File: config.mk
export PLATFORM = sky130hd
export DESIGN_NAME = bounded_value_command_table
export DESIGN_NICKNAME = d
export VERILOG_FILES = /design/src/sv/bvct_pkg.sv /design/src/sv/bvct_front.sv /design/src/sv/bvct_fpu.sv /design/src/sv/bvct_back.sv /design/src/sv/bounded_value_command_table.sv
export SDC_FILE = /design/constraint.sdc
export NUM_CORES = 2
export LEC_CHECK = 0
export BUFFER_PORTS_ARGS = -buffer_cell sky130_fd_sc_hd__clkbuf_2
export CAP_MARGIN = 40
export CORE_ASPECT_RATIO = 1.75
export CORE_MARGIN = 3
export CORE_UTILIZATION = 51
export CTS_CLUSTER_DIAMETER = 60
export DETAILED_ROUTE_END_ITERATION = 10
export PLACE_DENSITY = 0.76
export REMOVE_ABC_BUFFERS = 1
export SYNTH_ARGS = -nofsm -noshare
export SYNTH_HDL_FRONTEND = slang
export SYNTH_SLANG_ARGS = --single-unit
File: constraint.sdc
create_clock -name aclk -period 17 [get_ports aclk]
set_clock_uncertainty 0.15 [all_clocks]
set_input_delay 1.7 -clock aclk [delete_from_list [all_inputs] [get_ports aclk]]
set_output_delay 1.7 -clock aclk [all_outputs]
set_load 0.05 [all_outputs]
File: src/sv/bvct_pkg.sv
// Shared types, codes and float helpers for the bounded value command table.
`default_nettype none
package bvct_pkg;

    // input actions
    localparam logic [1:0] ACT_LOAD = 2'd0;
    localparam logic [1:0] ACT_CMD  = 2'd1;
    localparam logic [1:0] ACT_UPD  = 2'd2;

    // item kinds after classification
    localparam logic [1:0] KIND_LOAD = 2'd0;
    localparam logic [1:0] KIND_CMD  = 2'd1;
    localparam logic [1:0] KIND_UPD  = 2'd2;
    localparam logic [1:0] KIND_BAD  = 2'd3;

    // command classes
    localparam logic [2:0] CLS_MIN     = 3'd0;
    localparam logic [2:0] CLS_MAX     = 3'd1;
    localparam logic [2:0] CLS_INV     = 3'd2;
    localparam logic [2:0] CLS_ARITH   = 3'd3;
    localparam logic [2:0] CLS_INVALID = 3'd4;

    // command codes that bound the classes
    localparam logic [3:0] CODE_MIN       = 4'd0;
    localparam logic [3:0] CODE_MAX       = 4'd1;
    localparam logic [3:0] CODE_INV       = 4'd2;
    localparam logic [3:0] CODE_INT_FIRST = 4'd3;
    localparam logic [3:0] CODE_FLT_FIRST = 4'd9;
    localparam logic [3:0] CODE_LAST      = 4'd12;

    // arithmetic operations
    localparam logic [1:0] OP_SET = 2'd0;
    localparam logic [1:0] OP_ADD = 2'd1;
    localparam logic [1:0] OP_SUB = 2'd2;

    // result status
    localparam logic [1:0] ST_OK       = 2'd0;
    localparam logic [1:0] ST_NOTFOUND = 2'd1;
    localparam logic [1:0] ST_REFUSE   = 2'd2;

    // float unit operations
    localparam logic [1:0] FOP_ADD = 2'd0;
    localparam logic [1:0] FOP_SUB = 2'd1;
    localparam logic [1:0] FOP_U2F = 2'd2;

    typedef struct packed {
        logic [1:0]  kind;
        logic [2:0]  cls;
        logic [1:0]  op;
        logic        clamp;
        logic        unit_float;
        logic [3:0]  entry_index;
        logic [15:0] channel;
        logic        is_number;
        logic [31:0] lower;
        logic [31:0] upper;
        logic [31:0] operand;
    } item_t;

    typedef struct packed {
        logic        start;
        logic [1:0]  op;
        logic [31:0] a;
        logic [31:0] b;
    } fpu_req_t;

    typedef struct packed {
        logic        done;
        logic [31:0] result;
    } fpu_rsp_t;

    typedef struct packed {
        logic [1:0]  status;
        logic [3:0]  index;
        logic [31:0] value;
    } result_t;

    function automatic logic f_is_nan(input logic [31:0] x);
        return (&x[30:23]) && (|x[22:0]);
    endfunction

    function automatic logic f_is_inf(input logic [31:0] x);
        return x[30:0] == 31'h7F80_0000;
    endfunction

    // a <= b, false when unordered
    function automatic logic f_le(input logic [31:0] a, input logic [31:0] b);
        logic [31:0] ka;
        logic [31:0] kb;
        ka = a[31] ? ~a : {1'b1, a[30:0]};
        kb = b[31] ? ~b : {1'b1, b[30:0]};
        if (f_is_nan(a) || f_is_nan(b)) begin
            return 1'b0;
        end
        if ((a[30:0] == 31'd0) && (b[30:0] == 31'd0)) begin
            return 1'b1;
        end
        return ka <= kb;
    endfunction

    // truncate toward zero, saturate high, NaN and negatives give zero
    function automatic logic [31:0] f_to_uint(input logic [31:0] x);
        logic [55:0] m;
        logic [7:0]  e;
        m = {32'd0, 1'b1, x[22:0]};
        e = x[30:23];
        if (f_is_nan(x) || x[31]) begin
            return 32'd0;
        end
        if (e >= 8'd159) begin
            return 32'hFFFF_FFFF;
        end
        if (e < 8'd127) begin
            return 32'd0;
        end
        if (e >= 8'd150) begin
            return 32'(m << (e - 8'd150));
        end
        return 32'(m >> (8'd150 - e));
    endfunction

endpackage
`default_nettype wire

File: src/sv/bvct_front.sv
// Front end: accept input words, classify them and queue them for the back end.
`default_nettype none
module bvct_front #(
    parameter int ENTRIES = 16
) (
    input  wire logic             aclk,
    input  wire logic             aresetn,
    input  wire logic             s_tvalid,
    output logic                  s_tready,
    input  wire logic [1:0]       s_tuser,
    input  wire logic [127:0]     s_tdata,
    output logic                  q_valid,
    input  wire logic             q_pop,
    output bvct_pkg::item_t       q_item
);

    localparam int QDEPTH = 2;

    bvct_pkg::item_t item_in;
    bvct_pkg::item_t q_mem [QDEPTH];
    logic            wr_ptr_reg, wr_ptr_next;
    logic            rd_ptr_reg, rd_ptr_next;
    logic [1:0]      count_reg,  count_next;
    logic [3:0]      code;
    logic [3:0]      base;
    logic            push;

    assign code = s_tdata[88:85];

    // classify the incoming word
    always_comb begin
        item_in.entry_index = s_tdata[3:0];
        item_in.channel     = s_tdata[19:4];
        item_in.is_number   = s_tdata[20];
        item_in.lower       = s_tdata[52:21];
        item_in.upper       = s_tdata[84:53];
        item_in.operand     = s_tdata[120:89];
        case (s_tuser)
            bvct_pkg::ACT_LOAD: begin
                item_in.kind = (32'(s_tdata[3:0]) < ENTRIES) ? bvct_pkg::KIND_LOAD
                                                              : bvct_pkg::KIND_BAD;
            end
            bvct_pkg::ACT_CMD: item_in.kind = bvct_pkg::KIND_CMD;
            bvct_pkg::ACT_UPD: item_in.kind = bvct_pkg::KIND_UPD;
            default:           item_in.kind = bvct_pkg::KIND_BAD;
        endcase
        case (code)
            bvct_pkg::CODE_MIN: item_in.cls = bvct_pkg::CLS_MIN;
            bvct_pkg::CODE_MAX: item_in.cls = bvct_pkg::CLS_MAX;
            bvct_pkg::CODE_INV: item_in.cls = bvct_pkg::CLS_INV;
            default: begin
                if (code inside {[bvct_pkg::CODE_INT_FIRST:bvct_pkg::CODE_LAST]}) begin
                    item_in.cls = bvct_pkg::CLS_ARITH;
                end else begin
                    item_in.cls = bvct_pkg::CLS_INVALID;
                end
            end
        endcase
        item_in.unit_float = code >= bvct_pkg::CODE_FLT_FIRST;
        base = item_in.unit_float ? (code - bvct_pkg::CODE_FLT_FIRST)
                                  : (code - bvct_pkg::CODE_INT_FIRST);
        item_in.op    = base[2:1];
        item_in.clamp = base[0];
    end

    assign s_tready = count_reg != 2'(QDEPTH);
    assign push     = s_tvalid && s_tready;
    assign q_valid  = count_reg != 2'd0;
    assign q_item   = q_mem[rd_ptr_reg];

    always_comb begin
        wr_ptr_next = push ? ~wr_ptr_reg : wr_ptr_reg;
        rd_ptr_next = q_pop ? ~rd_ptr_reg : rd_ptr_reg;
        count_next  = count_reg + 2'(push) - 2'(q_pop);
    end

    always_ff @(posedge aclk) begin
        if (!aresetn) begin
            wr_ptr_reg <= 1'b0;
            rd_ptr_reg <= 1'b0;
            count_reg  <= 2'd0;
        end else begin
            wr_ptr_reg <= wr_ptr_next;
            rd_ptr_reg <= rd_ptr_next;
            count_reg  <= count_next;
        end
    end

    always_ff @(posedge aclk) begin
        if (push) begin
            q_mem[wr_ptr_reg] <= item_in;
        end
    end

endmodule
`default_nettype wire

File: src/sv/bvct_fpu.sv
// Multi-cycle single-precision adder and integer-to-float converter.
`default_nettype none
module bvct_fpu (
    input  wire logic               aclk,
    input  wire logic               aresetn,
    input  wire bvct_pkg::fpu_req_t req,
    output bvct_pkg::fpu_rsp_t      rsp
);

    localparam logic [2:0] F_IDLE  = 3'd0;
    localparam logic [2:0] F_ALIGN = 3'd1;
    localparam logic [2:0] F_SUM   = 3'd2;
    localparam logic [2:0] F_NORM  = 3'd3;
    localparam logic [2:0] F_RND   = 3'd4;

    logic [2:0]  st_reg,   st_next;
    logic        done_reg, done_next;
    logic [31:0] res_reg,  res_next;
    logic [31:0] x_reg,    x_next;
    logic [31:0] y_reg,    y_next;
    logic        sgn_reg,  sgn_next;
    logic        sb_reg,   sb_next;
    logic [8:0]  e_reg,    e_next;
    logic [26:0] ma_reg,   ma_next;
    logic [26:0] mb_reg,   mb_next;
    logic [31:0] w_reg,    w_next;

    logic [31:0] bn;
    logic        swap;
    logic [31:0] big, sml;
    logic [7:0]  eb, es, d;
    logic [4:0]  dd;
    logic [53:0] tmp;
    logic [27:0] s;
    logic        same;
    logic [23:0] m;
    logic        inc;
    logic [24:0] m25;
    logic [23:0] mant;
    logic [8:0]  en;

    assign rsp.done   = done_reg;
    assign rsp.result = res_reg;

    always_comb begin
        st_next   = st_reg;
        done_next = 1'b0;
        res_next  = res_reg;
        x_next    = x_reg;
        y_next    = y_reg;
        sgn_next  = sgn_reg;
        sb_next   = sb_reg;
        e_next    = e_reg;
        ma_next   = ma_reg;
        mb_next   = mb_reg;
        w_next    = w_reg;

        // negate the subtrahend unless it is a NaN, which keeps its sign
        bn = ((req.op == bvct_pkg::FOP_SUB) && !bvct_pkg::f_is_nan(req.b))
             ? {~req.b[31], req.b[30:0]} : req.b;

        swap = y_reg[30:0] > x_reg[30:0];
        big  = swap ? y_reg : x_reg;
        sml  = swap ? x_reg : y_reg;
        eb   = (big[30:23] == 8'd0) ? 8'd1 : big[30:23];
        es   = (sml[30:23] == 8'd0) ? 8'd1 : sml[30:23];
        d    = eb - es;
        dd   = (d > 8'd27) ? 5'd27 : d[4:0];
        tmp  = {(sml[30:23] != 8'd0), sml[22:0], 3'd0, 27'd0} >> dd;

        same = sgn_reg == sb_reg;
        s    = same ? ({1'b0, ma_reg} + {1'b0, mb_reg}) : ({1'b0, ma_reg} - {1'b0, mb_reg});

        m    = w_reg[31:8];
        inc  = w_reg[7] && ((|w_reg[6:0]) || w_reg[8]);
        m25  = {1'b0, m} + 25'(inc);
        mant = m25[24] ? m25[24:1] : m25[23:0];
        en   = m25[24] ? (e_reg + 9'd1) : e_reg;

        case (st_reg)
            F_IDLE: begin
                if (req.start) begin
                    if (req.op == bvct_pkg::FOP_U2F) begin
                        if (req.a == 32'd0) begin
                            res_next  = 32'd0;
                            done_next = 1'b1;
                        end else begin
                            w_next   = req.a;
                            e_next   = 9'd158;
                            sgn_next = 1'b0;
                            st_next  = F_NORM;
                        end
                    end else if (bvct_pkg::f_is_nan(req.a)) begin
                        res_next  = req.a | 32'h0040_0000;
                        done_next = 1'b1;
                    end else if (bvct_pkg::f_is_nan(req.b)) begin
                        res_next  = req.b | 32'h0040_0000;
                        done_next = 1'b1;
                    end else if (bvct_pkg::f_is_inf(req.a) && bvct_pkg::f_is_inf(bn)
                                 && (req.a[31] != bn[31])) begin
                        res_next  = 32'hFFC0_0000;
                        done_next = 1'b1;
                    end else if (bvct_pkg::f_is_inf(req.a)) begin
                        res_next  = req.a;
                        done_next = 1'b1;
                    end else if (bvct_pkg::f_is_inf(bn)) begin
                        res_next  = bn;
                        done_next = 1'b1;
                    end else begin
                        x_next  = req.a;
                        y_next  = bn;
                        st_next = F_ALIGN;
                    end
                end
            end
            F_ALIGN: begin
                // larger magnitude first, shift the smaller with sticky
                ma_next  = {(big[30:23] != 8'd0), big[22:0], 3'd0};
                mb_next  = {tmp[53:28], tmp[27] | (|tmp[26:0])};
                e_next   = {1'b0, eb};
                sgn_next = big[31];
                sb_next  = sml[31];
                st_next  = F_SUM;
            end
            F_SUM: begin
                if (s == 28'd0) begin
                    res_next  = {same ? sgn_reg : 1'b0, 31'd0};
                    done_next = 1'b1;
                    st_next   = F_IDLE;
                end else if (s[27]) begin
                    w_next  = {s[27:1], s[0], 4'd0};
                    e_next  = e_reg + 9'd1;
                    st_next = F_NORM;
                end else begin
                    w_next  = {s[26:0], 5'd0};
                    st_next = F_NORM;
                end
            end
            F_NORM: begin
                // one bit a cycle until the leading one or the denormal floor
                if (w_reg[31] || (e_reg == 9'd1)) begin
                    st_next = F_RND;
                end else begin
                    w_next = {w_reg[30:0], 1'b0};
                    e_next = e_reg - 9'd1;
                end
            end
            F_RND: begin
                if (en >= 9'd255) begin
                    res_next = {sgn_reg, 8'hFF, 23'd0};
                end else begin
                    res_next = {sgn_reg, mant[23] ? en[7:0] : 8'd0, mant[22:0]};
                end
                done_next = 1'b1;
                st_next   = F_IDLE;
            end
            default: st_next = F_IDLE;
        endcase
    end

    always_ff @(posedge aclk) begin
        if (!aresetn) begin
            st_reg   <= F_IDLE;
            done_reg <= 1'b0;
        end else begin
            st_reg   <= st_next;
            done_reg <= done_next;
        end
    end

    always_ff @(posedge aclk) begin
        res_reg <= res_next;
        x_reg   <= x_next;
        y_reg   <= y_next;
        sgn_reg <= sgn_next;
        sb_reg  <= sb_next;
        e_reg   <= e_next;
        ma_reg  <= ma_next;
        mb_reg  <= mb_next;
        w_reg   <= w_next;
    end

endmodule
`default_nettype wire

File: src/sv/bvct_back.sv
// Back end: table memories, channel search, command execution and result register.
`default_nettype none
module bvct_back #(
    parameter int ENTRIES = 16
) (
    input  wire logic               aclk,
    input  wire logic               aresetn,
    input  wire logic [4:0]         entries_in_use,
    input  wire logic               q_valid,
    output logic                    q_pop,
    input  wire bvct_pkg::item_t    q_item,
    output bvct_pkg::fpu_req_t      fpu_req,
    input  wire bvct_pkg::fpu_rsp_t fpu_rsp,
    output logic                    m_valid,
    input  wire logic               m_ready,
    output bvct_pkg::result_t       m_result
);

    localparam int IW = (ENTRIES > 1) ? $clog2(ENTRIES) : 1;
    localparam int CW = (IW + 1 > 5) ? IW + 1 : 5;

    localparam logic [2:0] S_IDLE  = 3'd0;
    localparam logic [2:0] S_SRCH  = 3'd1;
    localparam logic [2:0] S_FETCH = 3'd2;
    localparam logic [2:0] S_EXEC  = 3'd3;
    localparam logic [2:0] S_FPU   = 3'd4;
    localparam logic [2:0] S_FCHK  = 3'd5;

    localparam logic [2:0] SEQ_CONV = 3'd0;
    localparam logic [2:0] SEQ_ADD  = 3'd1;
    localparam logic [2:0] SEQ_INV1 = 3'd2;
    localparam logic [2:0] SEQ_INV2 = 3'd3;
    localparam logic [2:0] SEQ_INV3 = 3'd4;

    logic [2:0]        state_reg, state_next;
    bvct_pkg::item_t   item_reg,  item_next;
    logic [IW-1:0]     ent_reg,   ent_next;
    logic [IW:0]       probe_reg, probe_next;
    logic              chk_valid_reg, chk_valid_next;
    logic [IW-1:0]     chk_idx_reg,   chk_idx_next;
    logic [2:0]        seq_reg,   seq_next;
    logic [31:0]       v_reg,     v_next;
    logic              out_valid_reg, out_valid_next;
    bvct_pkg::result_t out_reg,   out_next;
    logic [ENTRIES-1:0] vld_reg;

    logic [15:0] chan_mem [ENTRIES];
    logic [31:0] lo_mem   [ENTRIES];
    logic [31:0] hi_mem   [ENTRIES];
    logic        type_mem [ENTRIES];
    logic [31:0] val_mem  [ENTRIES];
    logic [15:0] chan_q;
    logic [31:0] lo_q, hi_q, val_q;
    logic        type_q, vld_q;

    logic [CW-1:0] cfg_ext;
    logic [IW:0]   limit;
    logic [IW-1:0] rd_addr;
    logic [IW-1:0] ld_addr;
    logic          tbl_we;
    logic          val_we;
    logic [31:0]   val_wd;
    logic [31:0]   cur;
    logic [31:0]   nv0, nvi;
    logic          fin;
    logic          in_rng, v_gt, v_lt;

    assign cfg_ext  = CW'(entries_in_use);
    assign limit    = (cfg_ext < CW'(ENTRIES)) ? (IW+1)'(cfg_ext) : (IW+1)'(ENTRIES);
    assign rd_addr  = (state_reg == S_SRCH) ? probe_reg[IW-1:0] : ent_reg;
    assign ld_addr  = IW'(q_item.entry_index);
    assign cur      = vld_q ? val_q : 32'd0;
    assign m_valid  = out_valid_reg;
    assign m_result = out_reg;

    always_comb begin
        state_next     = state_reg;
        item_next      = item_reg;
        ent_next       = ent_reg;
        probe_next     = probe_reg;
        chk_valid_next = chk_valid_reg;
        chk_idx_next   = chk_idx_reg;
        seq_next       = seq_reg;
        v_next         = v_reg;
        out_next       = out_reg;
        fin            = 1'b0;
        q_pop          = 1'b0;
        tbl_we         = 1'b0;
        val_we         = 1'b0;
        val_wd         = 32'd0;
        fpu_req        = '0;

        nv0 = item_reg.unit_float ? bvct_pkg::f_to_uint(item_reg.operand) : item_reg.operand;
        case (item_reg.op)
            bvct_pkg::OP_ADD: nvi = cur + nv0;
            bvct_pkg::OP_SUB: nvi = (nv0 > cur) ? 32'd0 : (cur - nv0);
            default:          nvi = nv0;
        endcase

        in_rng = bvct_pkg::f_le(v_reg, hi_q) && bvct_pkg::f_le(lo_q, v_reg);
        v_gt   = !bvct_pkg::f_is_nan(v_reg) && !bvct_pkg::f_is_nan(hi_q)
                 && !bvct_pkg::f_le(v_reg, hi_q);
        v_lt   = !bvct_pkg::f_is_nan(v_reg) && !bvct_pkg::f_is_nan(lo_q)
                 && !bvct_pkg::f_le(lo_q, v_reg);

        case (state_reg)
            S_IDLE: begin
                if (q_valid && !out_valid_reg) begin
                    q_pop     = 1'b1;
                    item_next = q_item;
                    case (q_item.kind)
                        bvct_pkg::KIND_LOAD: begin
                            tbl_we     = 1'b1;
                            ent_next   = ld_addr;
                            state_next = S_FETCH;
                        end
                        bvct_pkg::KIND_CMD, bvct_pkg::KIND_UPD: begin
                            probe_next     = '0;
                            chk_valid_next = 1'b0;
                            state_next     = S_SRCH;
                        end
                        default: begin
                            fin      = 1'b1;
                            out_next = '{status: bvct_pkg::ST_REFUSE, index: 4'd0,
                                         value: 32'd0};
                        end
                    endcase
                end
            end
            S_SRCH: begin
                // one entry probed per cycle, compared in the next cycle
                if (chk_valid_reg && (chan_q == item_reg.channel)) begin
                    ent_next   = chk_idx_reg;
                    state_next = S_FETCH;
                end else if (probe_reg == limit) begin
                    fin        = 1'b1;
                    out_next   = '{status: bvct_pkg::ST_NOTFOUND, index: 4'd0,
                                   value: 32'd0};
                    state_next = S_IDLE;
                end else begin
                    probe_next     = probe_reg + (IW+1)'(1);
                    chk_valid_next = 1'b1;
                    chk_idx_next   = probe_reg[IW-1:0];
                end
            end
            S_FETCH: state_next = S_EXEC;
            S_EXEC: begin
                state_next = S_IDLE;
                out_next   = '{status: bvct_pkg::ST_OK, index: 4'(ent_reg), value: cur};
                fin        = 1'b1;
                case (item_reg.kind)
                    bvct_pkg::KIND_UPD: begin
                        val_we         = 1'b1;
                        val_wd         = item_reg.operand;
                        out_next.value = item_reg.operand;
                    end
                    bvct_pkg::KIND_CMD: begin
                        case (item_reg.cls)
                            bvct_pkg::CLS_MIN: begin
                                val_we         = 1'b1;
                                val_wd         = lo_q;
                                out_next.value = lo_q;
                            end
                            bvct_pkg::CLS_MAX: begin
                                val_we         = 1'b1;
                                val_wd         = hi_q;
                                out_next.value = hi_q;
                            end
                            bvct_pkg::CLS_INV: begin
                                if (type_q) begin
                                    fin         = 1'b0;
                                    fpu_req     = '{start: 1'b1, op: bvct_pkg::FOP_SUB,
                                                    a: hi_q, b: lo_q};
                                    seq_next    = SEQ_INV1;
                                    state_next  = S_FPU;
                                end else begin
                                    // ((max - min) - value) + min reduces to max - value
                                    val_we         = 1'b1;
                                    val_wd         = hi_q - cur;
                                    out_next.value = hi_q - cur;
                                end
                            end
                            bvct_pkg::CLS_ARITH: begin
                                if (type_q) begin
                                    if (item_reg.op == bvct_pkg::OP_SUB) begin
                                        out_next.status = bvct_pkg::ST_REFUSE;
                                    end else if (!item_reg.unit_float) begin
                                        fin        = 1'b0;
                                        fpu_req    = '{start: 1'b1, op: bvct_pkg::FOP_U2F,
                                                       a: item_reg.operand, b: 32'd0};
                                        seq_next   = SEQ_CONV;
                                        state_next = S_FPU;
                                    end else if (item_reg.op == bvct_pkg::OP_ADD) begin
                                        fin        = 1'b0;
                                        fpu_req    = '{start: 1'b1, op: bvct_pkg::FOP_ADD,
                                                       a: cur, b: item_reg.operand};
                                        seq_next   = SEQ_ADD;
                                        state_next = S_FPU;
                                    end else begin
                                        fin        = 1'b0;
                                        v_next     = item_reg.operand;
                                        state_next = S_FCHK;
                                    end
                                end else if ((nvi <= hi_q) && (nvi >= lo_q)) begin
                                    val_we         = 1'b1;
                                    val_wd         = nvi;
                                    out_next.value = nvi;
                                end else if (!item_reg.clamp) begin
                                    out_next.status = bvct_pkg::ST_REFUSE;
                                end else if (nvi > hi_q) begin
                                    val_we         = 1'b1;
                                    val_wd         = hi_q;
                                    out_next.value = hi_q;
                                end else if (nvi < lo_q) begin
                                    val_we         = 1'b1;
                                    val_wd         = lo_q;
                                    out_next.value = lo_q;
                                end else begin
                                    out_next.status = bvct_pkg::ST_REFUSE;
                                end
                            end
                            default: out_next.status = bvct_pkg::ST_REFUSE;
                        endcase
                    end
                    default: ;
                endcase
            end
            S_FPU: begin
                if (fpu_rsp.done) begin
                    case (seq_reg)
                        SEQ_CONV: begin
                            if (item_reg.op == bvct_pkg::OP_ADD) begin
                                fpu_req  = '{start: 1'b1, op: bvct_pkg::FOP_ADD,
                                             a: cur, b: fpu_rsp.result};
                                seq_next = SEQ_ADD;
                            end else begin
                                v_next     = fpu_rsp.result;
                                state_next = S_FCHK;
                            end
                        end
                        SEQ_ADD: begin
                            v_next     = fpu_rsp.result;
                            state_next = S_FCHK;
                        end
                        SEQ_INV1: begin
                            fpu_req  = '{start: 1'b1, op: bvct_pkg::FOP_SUB,
                                         a: fpu_rsp.result, b: cur};
                            seq_next = SEQ_INV2;
                        end
                        SEQ_INV2: begin
                            fpu_req  = '{start: 1'b1, op: bvct_pkg::FOP_ADD,
                                         a: fpu_rsp.result, b: lo_q};
                            seq_next = SEQ_INV3;
                        end
                        default: begin
                            val_we     = 1'b1;
                            val_wd     = fpu_rsp.result;
                            fin        = 1'b1;
                            out_next   = '{status: bvct_pkg::ST_OK, index: 4'(ent_reg),
                                           value: fpu_rsp.result};
                            state_next = S_IDLE;
                        end
                    endcase
                end
            end
            S_FCHK: begin
                fin        = 1'b1;
                state_next = S_IDLE;
                out_next   = '{status: bvct_pkg::ST_OK, index: 4'(ent_reg), value: cur};
                if (in_rng) begin
                    val_we         = 1'b1;
                    val_wd         = v_reg;
                    out_next.value = v_reg;
                end else if (item_reg.clamp && v_gt) begin
                    val_we         = 1'b1;
                    val_wd         = hi_q;
                    out_next.value = hi_q;
                end else if (item_reg.clamp && v_lt) begin
                    val_we         = 1'b1;
                    val_wd         = lo_q;
                    out_next.value = lo_q;
                end else begin
                    out_next.status = bvct_pkg::ST_REFUSE;
                end
            end
            default: state_next = S_IDLE;
        endcase

        if (fin) begin
            out_valid_next = 1'b1;
        end else if (m_ready) begin
            out_valid_next = 1'b0;
        end else begin
            out_valid_next = out_valid_reg;
        end
    end

    always_ff @(posedge aclk) begin
        if (!aresetn) begin
            state_reg     <= S_IDLE;
            out_valid_reg <= 1'b0;
            chk_valid_reg <= 1'b0;
            vld_reg       <= '0;
        end else begin
            state_reg     <= state_next;
            out_valid_reg <= out_valid_next;
            chk_valid_reg <= chk_valid_next;
            if (val_we) begin
                vld_reg[ent_reg] <= 1'b1;
            end
        end
    end

    always_ff @(posedge aclk) begin
        item_reg    <= item_next;
        ent_reg     <= ent_next;
        probe_reg   <= probe_next;
        chk_idx_reg <= chk_idx_next;
        seq_reg     <= seq_next;
        v_reg       <= v_next;
        out_reg     <= out_next;
    end

    // table memories: one write port, one registered read port
    always_ff @(posedge aclk) begin
        if (tbl_we) begin
            chan_mem[ld_addr] <= q_item.channel;
            lo_mem[ld_addr]   <= q_item.lower;
            hi_mem[ld_addr]   <= q_item.upper;
            type_mem[ld_addr] <= q_item.is_number;
        end
        if (val_we) begin
            val_mem[ent_reg] <= val_wd;
        end
        chan_q <= chan_mem[rd_addr];
        lo_q   <= lo_mem[rd_addr];
        hi_q   <= hi_mem[rd_addr];
        type_q <= type_mem[rd_addr];
        val_q  <= val_mem[rd_addr];
        vld_q  <= vld_reg[rd_addr];
    end

endmodule
`default_nettype wire

File: src/sv/bounded_value_command_table.sv
// Top level of the bounded value command table.
`default_nettype none
// Table of bounded values addressed by channel number. Load words write an
// entry's channel, type and bounds; command and update words search the first
// entries_in_use entries for the channel, one entry per cycle, and act on the
// lowest matching one. Each input word gives exactly one result word. A load
// passes through the fetch and execute states; a search probes entries and then
// fetches and executes. Float commands run through one shared multi-cycle adder
// whose normalization moves one bit per cycle, and an inversion chains three
// adds. A two-word queue and an output register let the input side keep taking
// words while a result waits. Stored values read as zero after reset through
// per-entry valid bits, so no clearing pass is needed. The configuration channel
// is always ready.
module bounded_value_command_table #(
    parameter int ENTRIES = 16
) (
    input  wire logic         aclk,
    input  wire logic         aresetn,
    // configuration: entries_in_use
    input  wire logic         cfg_valid,
    output logic              cfg_ready,
    input  wire logic [4:0]   cfg_data,
    // input words
    input  wire logic         s_tvalid,
    output logic              s_tready,
    input  wire logic [1:0]   s_tuser,   // action
    // entry_index[3:0], channel_number[19:4], is_number[20], lower_bound[52:21],
    // upper_bound[84:53], command_code[88:85], operand_bits[120:89], zero above
    input  wire logic [127:0] s_tdata,
    // result words
    output logic              m_tvalid,
    input  wire logic         m_tready,
    output logic [1:0]        m_tuser,   // status
    // matched_index[3:0], current_value[35:4], zero above
    output logic [39:0]       m_tdata
);

    logic [4:0]         entries_in_use_reg;
    logic               q_valid;
    logic               q_pop;
    bvct_pkg::item_t    q_item;
    bvct_pkg::fpu_req_t fpu_req;
    bvct_pkg::fpu_rsp_t fpu_rsp;
    bvct_pkg::result_t  result;

    assign cfg_ready = 1'b1;

    // hold the search count; to be written only while the block is idle, which the block itself does not enforce
    always_ff @(posedge aclk) begin
        if (!aresetn) begin
            entries_in_use_reg <= 5'd0;
        end else if (cfg_valid) begin
            entries_in_use_reg <= cfg_data;
        end
    end

    bvct_front #(.ENTRIES(ENTRIES)) u_front (
        .aclk     (aclk),
        .aresetn  (aresetn),
        .s_tvalid (s_tvalid),
        .s_tready (s_tready),
        .s_tuser  (s_tuser),
        .s_tdata  (s_tdata),
        .q_valid  (q_valid),
        .q_pop    (q_pop),
        .q_item   (q_item)
    );

    bvct_fpu u_fpu (
        .aclk    (aclk),
        .aresetn (aresetn),
        .req     (fpu_req),
        .rsp     (fpu_rsp)
    );

    bvct_back #(.ENTRIES(ENTRIES)) u_back (
        .aclk           (aclk),
        .aresetn        (aresetn),
        .entries_in_use (entries_in_use_reg),
        .q_valid        (q_valid),
        .q_pop          (q_pop),
        .q_item         (q_item),
        .fpu_req        (fpu_req),
        .fpu_rsp        (fpu_rsp),
        .m_valid        (m_tvalid),
        .m_ready        (m_tready),
        .m_result       (result)
    );

    // pack the result word
    assign m_tuser = result.status;
    assign m_tdata = {4'd0, result.value, result.index};

endmodule
`default_nettype wire

==> reports/metrics.cfg <==
[outcome]
status = completed

[setup_path]
path_buf_inv = 6
arrival_ns = 14.90
r2r_slack_ns = 2.52
endpoint = u_back.val_mem[0][18]
cp.required_ns = 17.42
crit_family = compound AO/OA/AOI/OAI gates
crit_start = u_back.item_reg[24]
cp_common_cell = a21oi_1
start_kind = flop
r2r_end = u_back.val_mem[0][18]
slowest_stage = ha_1
path_depth = 39
r2r-start = u_back.item_reg[24]
reg2reg_depth = 39
critical-path-max-stage-delay_ns = 0.95
crit_path_end_kind = flop
critPathKind = reg2reg
cp_max_fo = 32

[power_and_ir_drop]
switching_power_mw = 10.6
seqPwrFrac_pct = 32.7
ir_drop_mv = 0.209
p_int_mw = 13.9
power_mw = 24.6
power_density_nw_per_um2 = 178
power_frac_comb_pct = 45.7
switching_share_pct = 43.3
total_leakage_power_nw = 46.7
clockPowerShare_pct = 21.6

[clock_tree]
post_cts_buffers = 0
cts_tree = yes
clk_latency_ns = 0.94
h-tree-depth = 4
cts_resized = 0
cts-root-buf = clkbuf_16
clk_pin_slew_ns = 0.07
holdBufCountCts = 0
clock_sinks = 2542
cts_made_buffers = 227
clock_path_buffers = 4

[sta]
hold_viol = 0
whs_ns = 0.318
setup_slack_ns = 2.52
setup_viol = 0
rsz0062_at_grt = no
layout_worst_path_cycle_share_pct = 85.2
slew_violations = 0
period_needed_ns = 14.48
fmaxAchievable_mhz = 69.1
slew_headroom_pct = 18.6
worst_slew_pin_slew_ns = 1.22

[floorplan]
dieArea_um2 = 249000
ios = 185
die_y_um = 657
row_count = 238
start_util_pct = 51.4
core_um2 = 241000
die_w_um = 378

[placed_design]
io_buffers = 172
hpwl_mm = 318
dpl_worst_slack_ns = 3.53
gp_congestion = 1.10

[routing]
drt_iter0_markers = 12200
num_vias = 89600
wl_met3_mm = 46.3
via_per_inst = 7.01
wirelength_mm = 482
wl_met1_mm = 148
avgRoutedWirePerCell_um = 37.7
wl_met2_mm = 232
drc_errors = 0
antenna_left = 0
highest_layer = met5
firstDrtPassIters = 10

[global_routing]
grt_pass1_vias = 89400
grt-ovfl-total = 0
grt_pass1_wl_mm = 672
grt_max_degree = 132
antenna_found_initial = 46
gr-usage-all-layers_pct = 38.5

[yosys]
ys_top_cells_by_area = edfxtp_1 (58%), mux4_2 (8.6%), ha_1 (3.3%)
ys_ff_latch = 2542
syn_area_per_cell_um2 = 13.3
synth_edf_count = 2393
synth.cell_area_um2 = 124000
synth_cell_types = 100
synth_area_leader_cell = edfxtp_1
yosysWarnings = 0
ys_seq_area_share_pct = 60.5
synth-main-ff-cell = edfxtp_1
synth_top_cell_area_share_pct = 58.1
syn_inst = 9292
async_flop_share_pct = 0

[layout]
layout_common_cells = edfxtp_1 (2,393), nand2_1 (817), mux4_2 (470)
final_common_cell = edfxtp_1
reg.largest.list = u_back.hi_mem: 512 flops, u_back.lo_mem: 512 flops, u_back.val_mem: 512 flops
fill_cells = 18300
area_growth_pct = 11.6
drive_gt1_share_pct = 17.4
num-nets-final = 9925

[min_path]
hold_path.class = reg2reg

[run]
maxCapViolCount = 0

## cell families (layout without fill, tap and decap cells)
logic type	after synthesis	count (layout)	synth area share [%]
flops	2542	2542	60.5
other cells	2	39	0.00607
mux	740	740	10.9
xor+xnor	275	275	1.95
buf+inv	1017	1360	3.16
simple gates	2141	2141	8.08
compound gates	2241	2241	12.0
fa+ha+maj	334	334	3.42
## layout make-up
cell class              instances  area [um^2]  area share (%)
flip-flops and latches       2542        74800            54.2
inverters                     358         1340           0.973
clock inverters               136         1530            1.11
repair buffers                586         4810            3.48
diodes                         34         85.1          0.0616
multi-input cells            5736        45500            33.0
well taps                    3120         3900            2.83
clock buffers                 280         6030            4.37
## power groups by stage
| stage | Clock [mW] | Sequential, mW | Combinational [mW] |
|---|---|---|---|
| 2_1_floorplan | 0 | 8.26 | 7.28 |
| 6_report | 5.31 | 8.04 | 11.2 |
| 3_5_place_dp | 0 | 8.12 | 10.5 |
| 5_1_grt | 5.55 | 8.03 | 11.6 |
| 4_1_cts | 5.34 | 8.00 | 10.6 |
| 3_3_place_gp | 0 | 8.11 | 10.3 |
## stage by stage
step	cell area [um^2]	std cells	utilization (%)	TNS, ns
3_3_place_gp	129000	12300	53.7	0
2_1_floorplan	121000	8636	-	-3244.89
3_5_place_dp	130000	12300	54.0	0
6_report	138000	12800	57.4	0
5_1_grt	138000	12800	57.3	0
4_1_cts	138000	12700	57.2	0
## worst min path at each step
stage / cells past startpoint / slack [ns] / end / start
finish: 2 / 0.32 / u_back.vld_reg[8] / u_back.vld_reg[8]
global route: 2 / 0.35 / u_back.vld_reg[15] / u_back.vld_reg[15]
CTS: 2 / 0.31 / u_back.vld_reg[8] / u_back.vld_reg[8]
detailed placement: 2 / 0.30 / u_back.vld_reg[8] / u_back.vld_reg[8]
global placement: 2 / 0.28 / u_back.vld_reg[14] / u_back.vld_reg[14]
floorplan: 2 / 0.27 / u_back.vld_reg[14] / u_back.vld_reg[14]
## worst register-to-register path: cells and delay by family, from the launching register on
kind	cells	cell delay [ns]
compound gates	16	5.83
simple gates	13	3.85
buf+inv	6	1.68
fa+ha+maj	3	1.64
flops	1	0.71
mux	1	0.22
## cells in the mapped netlist (60+ instances only)
master	n
edfxtp_1	2393
nand2_1	822
clkbuf_1	502
nor2_1	473
mux4_2	470
a21oi_1	463
o21ai_0	432
inv_1	351
ha_1	328
a211oi_1	197
a31oi_1	181
a22oi_1	154
and2_1	154
dfxtp_1	149
xnor2_1	147
mux2_2	146
xor2_1	127
mux2i_1	124
nand3_1	124
buf_1	120
nor3_1	120
o22ai_1	120
a21o_1	99
nand4_1	89
nor4_1	72
nor2b_1	60
## metal layers
layer	vias up	global-route usage, %
li1	36500	-
met1	44500	39.9
met2	6482	62.3
met3	2159	11.2
met4	30	36.3
met5	-	0.373
No activity file was read; power rests on OpenSTA's default activity.
